File: config.mk
export PLATFORM = sky130hd
export DESIGN_NAME = decimal_field_line_parser_unit
export DESIGN_NICKNAME = d
export VERILOG_FILES = /design/src/rtl/dflp_pkg.sv /design/src/rtl/decimal_field_line_parser_unit.sv
export SDC_FILE = /design/constraint.sdc
export NUM_CORES = 1
export LEC_CHECK = 0
export ABC_AREA = 1
export ABC_CLOCK_PERIOD_IN_PS = 10100
export BUFFER_PORTS_ARGS = -buffer_cell sky130_fd_sc_hd__buf_2
export CAP_MARGIN = 20
export CORE_MARGIN = 4
export CORE_UTILIZATION = 40
export CTS_BUF_LIST = sky130_fd_sc_hd__clkbuf_2
export CTS_CLUSTER_SIZE = 16
export DETAILED_ROUTE_END_ITERATION = 16
export PLACE_DENSITY_LB_ADDON = 0.12
export SYNTH_ARGS = -nofsm -noshare
export SYNTH_HDL_FRONTEND = slang
export SYNTH_SLANG_ARGS = --single-unit
File: constraint.sdc
create_clock -name i_clk -period 10.1 [get_ports i_clk]
set_input_delay 0.505 -clock i_clk [delete_from_list [all_inputs] [get_ports i_clk]]
set_output_delay 0.505 -clock i_clk [all_outputs]
set_load 0.005 [all_outputs]
File: src/rtl/dflp_pkg.sv
`timescale 1ns / 1ps
`default_nettype none

package dflp_pkg;

    // Line terminator and the separator value after reset
    localparam logic [7:0] NEWLINE_BYTE  = 8'h0A;
    localparam logic [7:0] SEP_RESET     = 8'h20;

    localparam logic [7:0] CHAR_PLUS     = 8'h2B;
    localparam logic [7:0] CHAR_MINUS    = 8'h2D;
    localparam logic [7:0] CHAR_ZERO     = 8'h30;
    localparam logic [7:0] CHAR_NINE     = 8'h39;
    localparam logic [7:0] CHAR_TAB      = 8'h09;
    localparam logic [7:0] CHAR_CR       = 8'h0D;
    localparam logic [7:0] CHAR_SPACE    = 8'h20;

    // Argument slots after the sender and command fields
    localparam int         ARG_SLOTS     = 8;
    localparam logic [4:0] ARG_COUNT_MAX = 5'd8;

    typedef logic [15:0] t_value;

    // Conversion phase of the field being read
    typedef logic [1:0] t_phase;
    localparam t_phase PH_SKIP   = 2'd0;
    localparam t_phase PH_SIGN   = 2'd1;
    localparam t_phase PH_DIGITS = 2'd2;
    localparam t_phase PH_DONE   = 2'd3;

endpackage

`default_nettype wire

File: src/rtl/decimal_field_line_parser_unit.sv
`timescale 1ns / 1ps
`default_nettype none

// Channel   Direction  Handshake          Payload
// -------   ---------  -----------------  ----------------------------------------------
// rx byte   in         i_valid / o_stall  i_rx_byte
// line      out        o_valid / i_stall  o_sender_id, o_command_id, o_arg_count,
//                                         o_arg_zero .. o_arg_seven, o_overflow
// separator cfg        i_sep_we           i_sep_wdata
//
// One word enters every cycle while o_stall is low. A word waits in the input register,
// then the field conversion (one multiply-by-ten and add) updates the line state and, on
// newline, loads the result register, from which the line shows on o_valid.
// Synchronous active-low reset clears the line state, the field store and both valid flags.
// A stalled result holds; only a newline waits behind it, other bytes keep flowing.

module decimal_field_line_parser_unit #(
    parameter int MAX_FIELDS      = 10,
    parameter int MAX_FIELD_CHARS = 9
) (
    input  wire                   i_clk,
    input  wire                   i_rst_n,

    input  wire                   i_sep_we,
    input  wire  [7:0]            i_sep_wdata,

    input  wire                   i_valid,
    output logic                  o_stall,
    input  wire  [7:0]            i_rx_byte,

    output logic                  o_valid,
    input  wire                   i_stall,
    output logic signed [15:0]    o_sender_id,
    output logic signed [15:0]    o_command_id,
    output logic signed [4:0]     o_arg_count,
    output logic signed [15:0]    o_arg_zero,
    output logic signed [15:0]    o_arg_one,
    output logic signed [15:0]    o_arg_two,
    output logic signed [15:0]    o_arg_three,
    output logic signed [15:0]    o_arg_four,
    output logic signed [15:0]    o_arg_five,
    output logic signed [15:0]    o_arg_six,
    output logic signed [15:0]    o_arg_seven,
    output logic                  o_overflow
);

    import dflp_pkg::*;

    // Field index counts up to MAX_FIELDS itself
    localparam int FW = $clog2(MAX_FIELDS + 1);
    // Character count up to MAX_FIELD_CHARS itself
    localparam int CW = $clog2(MAX_FIELD_CHARS + 1);
    localparam logic [FW-1:0] FIELDS_LIM = FW'(MAX_FIELDS);
    localparam logic [CW-1:0] CHARS_LIM  = CW'(MAX_FIELD_CHARS);

    // Separator register
    logic [7:0]     r_sep;

    // Input register
    logic           r_in_vld;
    logic [7:0]     r_in_byte;

    // Line state
    t_value         r_acc,   n_acc;
    logic           r_neg,   n_neg;
    t_phase         r_phase, n_phase;
    logic [CW-1:0]  r_cc,    n_cc;
    logic [FW-1:0]  r_idx,   n_idx;
    logic           r_ovf,   n_ovf;
    t_value         r_fld [MAX_FIELDS];
    t_value         n_fld [MAX_FIELDS];

    // Result register
    logic           r_out_vld;
    t_value         r_sender, r_command;
    logic [4:0]     r_count;
    t_value         r_args [ARG_SLOTS];
    logic           r_out_ovf;

    logic           w_is_nl;
    logic           w_is_sep;
    logic           w_adv;
    logic           w_load;
    logic           w_is_digit;
    logic           w_is_space;
    logic [3:0]     w_digit;
    t_value         w_cur;
    t_value         w_acc10;
    logic           w_room;
    logic [FW-1:0]  w_fields;
    logic [4:0]     w_cnt_raw;
    logic           w_too_many;
    t_value         w_args [ARG_SLOTS];

    // ---------------------------------------------------------------------
    // Handshake: a newline waits only while the result register is full and
    // stalled; every other byte advances at once.
    // ---------------------------------------------------------------------
    assign w_is_nl  = (r_in_byte == NEWLINE_BYTE);
    // Newline wins over a separator of the same value
    assign w_is_sep = !w_is_nl && (r_in_byte == r_sep);
    assign w_adv    = r_in_vld && (!w_is_nl || !r_out_vld || !i_stall);
    assign w_load   = w_adv && w_is_nl;
    assign o_stall  = r_in_vld && !w_adv;

    // ---------------------------------------------------------------------
    // Character classes and the value of the open field
    // ---------------------------------------------------------------------
    assign w_is_digit = (r_in_byte inside {[CHAR_ZERO:CHAR_NINE]});
    assign w_is_space = (r_in_byte inside {[CHAR_TAB:CHAR_CR], CHAR_SPACE});
    assign w_digit    = 4'(r_in_byte - CHAR_ZERO);
    assign w_acc10    = (r_acc << 3) + (r_acc << 1) + t_value'(w_digit);
    assign w_cur      = r_neg ? (16'd0 - r_acc) : r_acc;
    assign w_room     = (r_idx < FIELDS_LIM);

    // ---------------------------------------------------------------------
    // Next line state for the byte in the input register
    // ---------------------------------------------------------------------
    always_comb begin
        n_acc   = r_acc;
        n_neg   = r_neg;
        n_phase = r_phase;
        n_cc    = r_cc;
        n_idx   = r_idx;
        n_ovf   = r_ovf;
        for (int k = 0; k < MAX_FIELDS; k++) begin
            n_fld[k] = r_fld[k];
        end

        if (w_is_nl || w_is_sep) begin
            // Close the field: store it if a slot is left, else flag the drop
            for (int k = 0; k < MAX_FIELDS; k++) begin
                if (w_room && (FW'(k) == r_idx)) begin
                    n_fld[k] = w_cur;
                end
            end
            if (w_room) begin
                n_idx = r_idx + FW'(1);
            end else begin
                n_ovf = 1'b1;
            end
            n_acc   = '0;
            n_neg   = 1'b0;
            n_phase = PH_SKIP;
            n_cc    = '0;
        end else if (r_cc >= CHARS_LIM) begin
            // Drop characters past the field limit
            n_ovf = 1'b1;
        end else begin
            n_cc = r_cc + CW'(1);
            case (r_phase)
                PH_SKIP: begin
                    if (w_is_space) begin
                        n_phase = PH_SKIP;
                    end else if (r_in_byte == CHAR_PLUS || r_in_byte == CHAR_MINUS) begin
                        n_neg   = (r_in_byte == CHAR_MINUS);
                        n_phase = PH_SIGN;
                    end else if (w_is_digit) begin
                        n_acc   = t_value'(w_digit);
                        n_phase = PH_DIGITS;
                    end else begin
                        n_phase = PH_DONE;
                    end
                end
                PH_SIGN, PH_DIGITS: begin
                    if (w_is_digit) begin
                        n_acc   = w_acc10;
                        n_phase = PH_DIGITS;
                    end else begin
                        n_phase = PH_DONE;
                    end
                end
                default: begin
                    n_phase = r_phase;
                end
            endcase
        end
    end

    // ---------------------------------------------------------------------
    // Result assembly on newline. Unwritten store slots are zero, so absent
    // fields read as zero without further guarding.
    // ---------------------------------------------------------------------
    assign w_fields   = n_idx;
    assign w_cnt_raw  = 5'(w_fields) - 5'd2;
    assign w_too_many = (5'(w_fields) > (ARG_COUNT_MAX + 5'd2));

    for (genvar g = 0; g < ARG_SLOTS; g++) begin : g_arg
        if (g + 2 < MAX_FIELDS) begin : g_have
            assign w_args[g] = n_fld[g + 2];
        end else begin : g_none
            assign w_args[g] = '0;
        end
    end

    // ---------------------------------------------------------------------
    // Registers
    // ---------------------------------------------------------------------
    always_ff @(posedge i_clk) begin
        if (!i_rst_n) begin
            r_sep <= SEP_RESET;
        end else if (i_sep_we) begin
            r_sep <= i_sep_wdata;
        end
    end

    always_ff @(posedge i_clk) begin
        if (!i_rst_n) begin
            r_in_vld <= 1'b0;
        end else if (!o_stall) begin
            r_in_vld <= i_valid;
        end
    end

    // Hold the byte while it waits behind a stalled result
    always_ff @(posedge i_clk) begin
        if (!o_stall && i_valid) begin
            r_in_byte <= i_rx_byte;
        end
    end

    always_ff @(posedge i_clk) begin
        if (!i_rst_n) begin
            r_acc   <= '0;
            r_neg   <= 1'b0;
            r_phase <= PH_SKIP;
            r_cc    <= '0;
            r_idx   <= '0;
            r_ovf   <= 1'b0;
            for (int k = 0; k < MAX_FIELDS; k++) begin
                r_fld[k] <= '0;
            end
        end else if (w_load) begin
            // End of line: clear everything for the next one
            r_acc   <= '0;
            r_neg   <= 1'b0;
            r_phase <= PH_SKIP;
            r_cc    <= '0;
            r_idx   <= '0;
            r_ovf   <= 1'b0;
            for (int k = 0; k < MAX_FIELDS; k++) begin
                r_fld[k] <= '0;
            end
        end else if (w_adv) begin
            r_acc   <= n_acc;
            r_neg   <= n_neg;
            r_phase <= n_phase;
            r_cc    <= n_cc;
            r_idx   <= n_idx;
            r_ovf   <= n_ovf;
            for (int k = 0; k < MAX_FIELDS; k++) begin
                r_fld[k] <= n_fld[k];
            end
        end
    end

    always_ff @(posedge i_clk) begin
        if (!i_rst_n) begin
            r_out_vld <= 1'b0;
        end else if (w_load) begin
            r_out_vld <= 1'b1;
        end else if (!i_stall) begin
            r_out_vld <= 1'b0;
        end
    end

    always_ff @(posedge i_clk) begin
        if (w_load) begin
            r_sender  <= n_fld[0];
            r_command <= n_fld[1];
            r_count   <= w_too_many ? ARG_COUNT_MAX : w_cnt_raw;
            r_out_ovf <= n_ovf || w_too_many;
            for (int k = 0; k < ARG_SLOTS; k++) begin
                r_args[k] <= w_args[k];
            end
        end
    end

    assign o_valid      = r_out_vld;
    assign o_sender_id  = r_sender;
    assign o_command_id = r_command;
    assign o_arg_count  = r_count;
    assign o_arg_zero   = r_args[0];
    assign o_arg_one    = r_args[1];
    assign o_arg_two    = r_args[2];
    assign o_arg_three  = r_args[3];
    assign o_arg_four   = r_args[4];
    assign o_arg_five   = r_args[5];
    assign o_arg_six    = r_args[6];
    assign o_arg_seven  = r_args[7];
    assign o_overflow   = r_out_ovf;

endmodule

`default_nettype wire
# ---- Yosys cells after proc, flatten, opt, wreduce, memory -nomap -nowiden
# Memory sizes are Yosys's and may differ from the RTL's.
# Cells that the tools add are included.
dict set report totals {
  rom_bits 0
  reg_bits 84
  out_inout_bits 168
  memories 2
  latchBits 0
  mem_bits_rw 288
  wordCells 181
}
dict set report classes {
  mul 0
  add_sub_neg 7
  mux 68
  n_lt_le_gt_ge 7
  n_shift 0
  eq_ne 23
  bitwise_logic 21
  div_mod_pow 0
  n_reduce_logical 39
}
# memory words width rd rd_clocked_by_memory_dff write_ports line_no
set memory_table {}
lappend memory_table {r_fld 10 16 10 0 10 decimal_field_line_parser_unit.sv:70} ;# t_value r_fld [MAX_FIELDS];
lappend memory_table {r_args 8 16 8 0 8 decimal_field_line_parser_unit.sv:77} ;# t_value r_args [ARG_SLOTS];
# operator n
set op_table {}
lappend op_table {{$mux 16} 37}
lappend op_table {{$mux 160} 1}
lappend op_table {{$pmux 16 s2} 1}
lappend op_table {{$eq 8x6->1 const B} 3}
lappend op_table {{$mux 1} 20}
lappend op_table {{$or 1x1->1} 20}
lappend op_table {{$logic_and 1x1->1} 17}
lappend op_table {{$add 16x16->16} 1}
lappend op_table {{$add 16x4->16} 1}
lappend op_table {{$eq 3x4->1 const A} 4}
lappend op_table {{$mux 4} 4}
lappend op_table {{$sub 1x16->16 const A} 1}
lappend op_table {{$ne 3x3->1 const B} 4}
lappend op_table {{$add 4x1->4 const B} 2}
lappend op_table {{$eq 2x4->1 const A} 2}
lappend op_table {{$eq 4x4->1 const A} 2}
lappend op_table {{$eq 8x4->1 const B} 1}
lappend op_table {{$eq 8x8->1} 1}
lappend op_table {{$ge 8x4->1 const B} 1}
lappend op_table {{$ge 8x6->1 const B} 1}
lappend op_table {{$le 8x4->1 const B} 1}
lappend op_table {{$le 8x6->1 const B} 1}
lappend op_table {{$mux 2} 4}
lappend op_table {{$reduce_and 7->1} 1}
lappend op_table {{22 further kinds} 34}

# ---- Logic depth before layout (Yosys ltp)
dict set report depth {
  depth_word 11
  depth_mapped 15
  ltp_nobuf 15
}

# ---- Least setup slack after synthesis
# Ideal clock, no wire load.
dict set report synth_timing {
  kind {flip-flop to flip-flop}
  start {reg r_in_byte[2]}
  end {reg r_count[0], in the netlist o_arg_count[0], enable pin}
  slack_ps 5390
  stages_incl_launch_ff 6
  arrival_time_ps 4192
  setup_ps 519
  path_cell_list {edfxtp_1 > inv_1 > nand2_2 > nor4_1 > nand2_1 > inv_1}
}
dict set report synth_via {
  elab_chain_len 6
}
# element line_no
set synth_rtl {}
lappend synth_rtl {{start, declared} decimal_field_line_parser_unit.sv:61} ;# logic [7:0] r_in_byte;
lappend synth_rtl {{start signal, assigned} decimal_field_line_parser_unit.sv:218} ;# r_in_byte <= i_rx_byte;
lappend synth_rtl {{$eq 8x4->1 (*)} decimal_field_line_parser_unit.sv:99} ;# assign w_is_nl = (r_in_byte == NEWLINE_BYTE);
lappend synth_rtl {{$logic_not 1->1} decimal_field_line_parser_unit.sv:102} ;# assign w_adv = r_in_vld && (!w_is_nl || !r_out_vld || !i_stall);
lappend synth_rtl {{$logic_or 1x1->1 (2 in a row)} decimal_field_line_parser_unit.sv:102}
lappend synth_rtl {{$logic_and 1x1->1} decimal_field_line_parser_unit.sv:102}
lappend synth_rtl {{$logic_and 1x1->1 (*)} decimal_field_line_parser_unit.sv:103} ;# assign w_load = w_adv && w_is_nl;
lappend synth_rtl {{named net w_load} decimal_field_line_parser_unit.sv:83} ;# logic w_load;
lappend synth_rtl {{end signal, assigned} decimal_field_line_parser_unit.sv:271} ;# r_count <= w_too_many ? ARG_COUNT_MAX : w_cnt_raw;
lappend synth_rtl {{end, declared} decimal_field_line_parser_unit.sv:76} ;# logic [4:0] r_count;
# The timed path passes the listed nets; every way through them passes the cells marked *.
# A chain may end at the register's enable or synchronous reset.

==> impl_metrics.json <==
{
  "clk_pin_slew_worst_paths_ps": 90,
  "post_cts_buffers": 0,
  "synthFlopType": "edfxtp_1",
  "synth_edf_count": 334,
  "highest_layer": "met4",
  "worst_ir_drop_vdd_v": 0.0000769,
  "numCtsBuffers": 100,
  "wl_per_cell_um": 16.6,
  "core_um2": 44400,
  "chipHeight_um": 221,
  "yosysWarningCount": 0,
  "worst_pin_slew_ps": 1120,
  "gr-usage-all-layers_pct": 18.7,
  "first_pass_iters": 5,
  "status": "complete, no violations",
  "cts_resized": 0,
  "synth-seq-area-share_pct": 59.7,
  "start_kind": "flop",
  "via_per_inst": 4.62,
  "synthCells": 1768,
  "final.period_utilization_pct": 33.2,
  "synth_seq_cells": 372,
  "rsz0062_at_grt": "false",
  "detail-route-antenna-nets": 0,
  "ys_async_sr_fraction_pct": 0,
  "min_period_ps": 3350,
  "cp.arrival_ps": 4020,
  "gr-total-overflow": 0,
  "grt_pass1_wl_um": 69800,
  "cts_tree": "done",
  "cpMaxStageDelayCell": "buf_4",
  "antenna_found_initial": 1,
  "die_area_um2": 48700,
  "cpMostUsedCell": "inv_1",
  "crit_family": "buffers and inverters",
  "setup_viol_count_final": 0,
  "drive_above_1_share_pct": 28.8,
  "maxSlewViolCount": 0,
  "layout_commonest_cell": "nand2_1",
  "via_count": 12621,
  "wl_met3_um": 2480,
  "rows": 77,
  "post-route-drc-count": 0,
  "clock_skew_ps": 83.4,
  "initial_core_util_pct": 40.7,
  "cts_sinks": 372,
  "drv_cap": 0,
  "required_ps": 10770,
  "drt_iter0_drc": 808,
  "p_leak_uw": 0.00963,
  "place.gp.congestion": 0.812,
  "clk_latency_ps": 1030,
  "htreeDepth": 3,
  "cts_max_path_buffers": 3,
  "hp-class": "in -> reg",
  "setup_tns_ps": 0,
  "cts.root.buffer_cell": "clkbuf_2",
  "wirelength_um": 45400,
  "syn_area_um2": 18100,
  "end_kind": "flop",
  "ioPinCount": 189,
  "criticalPathCategory": "reg -> reg",
  "crit_path_max_incr_delay_ps": 910,
  "cts_hold_buf": 37,
  "first_global_vias": 12354,
  "clock.fmax_mhz": 298,
  "cp_num_buf_inv": 4,
  "areaGrowthSynthToFinish_pct": 15.3,
  "wl_met1_um": 20700,
  "die_w_um": 221,
  "io_buffers": 188,
  "critical_path.cell_chain": "inv_1 -> nand2_1 -> nor3_2 -> nand2_2 -> inv_1 -> nor3_4 -> inv_6 -> buf_4 -> nor3_1",
  "syn_avg_cell_area_um2": 10.2,
  "nNetsFinal": 2115,
  "synthDistinctLibCells": 46,
  "cellPowerDensity_nw_per_um2": 147,
  "synth_nets": 1827,
  "finalPower_uw": 3070,
  "fin_util_pct": 46.9,
  "critPathMaxFanout": 84,
  "hold_viol": 0,
  "post-dp-hpwl_um": 29400,
  "slew_headroom_pct": 25.4,
  "layout_common_cells": "347 x nand2_1, 334 x edfxtp_1, 258 x inv_1",
  "wl_met2_um": 21400,
  "grt_max_degree": 112
}
[cell type report]
class / count / area [um2]
fillers: 4280 / 23600
flip-flops and latches: 372 / 10800
multi-input cells: 1043 / 5830
repair buffers: 234 / 1380
inverters: 305 / 1180
clock buffers: 152 / 761
well taps: 592 / 741
clock inverters: 32 / 151
diodes: 1 / 2.50
[Yosys cell counts (7+ instances only)]
cell type	count	area share, %
ha_1	36	2.5
and2_1	8	0.28
edfxtp_1	334	55
buf_6	23	1.4
nor3_1	17	0.47
inv_1	259	5.4
a21oi_1	68	1.9
nor2_8	8	0.89
xnor2_1	10	0.48
nor2_1	218	4.5
inv_2	35	0.73
clkbuf_1	17	0.35
inv_4	9	0.31
nor3_2	74	4.1
xor2_1	15	0.73
o21ai_0	51	1.4
nand4_1	7	0.24
nand2_2	32	1.1
nand3_1	25	0.69
nor2_2	52	1.8
dfxtp_1	38	4.2
nand2_1	348	7.2
or2_2	20	0.69
o21ai_1	19	0.53
[worst paths after layout]
check / startpoint / to / slack, ps / cells after the start
max: r_in_byte[7] / r_fld[2][1] / 6750 / 9
min: i_rx_byte[2] / r_in_byte[2] / 200 / 2
max reg2reg: r_in_byte[7] / r_fld[2][1] / 6750 / 9
min reg2reg: r_cc[3] / r_cc[3] / 480 / 2
[metrics by stage]
stage               setup slack (ps)  instance area [um2]  instances  hold WS (ps)
floorplan                       5390                18100       1768           441
global placement                6790                19600       2509           463
detailed placement              6730                19600       2509           464
CTS                             6670                20800       2730          17.1
global route                    6490                20800       2731          95.2
finish                          6750                20800       2731           203
[flip-flops by register name, summed over array words and instances, names as in the netlist]
| name | count |
|---|---|
| r_args | 128 |
| r_in_byte | 8 |
| r_cc | 4 |
| o_command_id | 16 |
| r_acc | 16 |
| r_idx | 4 |
| o_valid | 1 |
| r_phase | 2 |
| r_sep | 8 |
| o_overflow | 1 |
| o_sender_id | 16 |
| r_ovf | 1 |
| r_in_vld | 1 |
| r_neg | 1 |
| o_arg_count | 5 |
| r_fld | 160 |
[layer usage]
| metal | vias up | track usage (%) |
|---|---|---|
| met1 | 5888 | 25.5 |
| met2 | 319 | 30.2 |
| met4 | 0 | 6.30 |
| met5 | - | 0 |
| met3 | 54 | 3.69 |
| li1 | 6360 | - |
[where the power goes]
part,internal (uW),switching [uW]
Combinational,86.0,178
Sequential,1730,24.2
Clock,425,633
Total,2240,835
[worst reg2reg max path, delay by kind of cell, from the launching register on]
kind | cells | cell delay [ps]
flops | 1 | 420
buf+inv | 4 | 1780
simple gates | 5 | 850
[cell families (layout without fill, tap and decap cells)]
logic type	after synthesis	after routing	share of synthesized area, %
AO/OA/AOI/OAI	151	151	4.42
XOR/XNOR	28	28	1.48
adder cells (fa/ha/maj)	38	38	2.71
buffers and inverters	353	723	8.54
flip-flops	372	372	59.7
other	0	1	0
AND/OR/NAND/NOR	826	826	23.2
No activity file was read; power rests on OpenSTA's default activity.
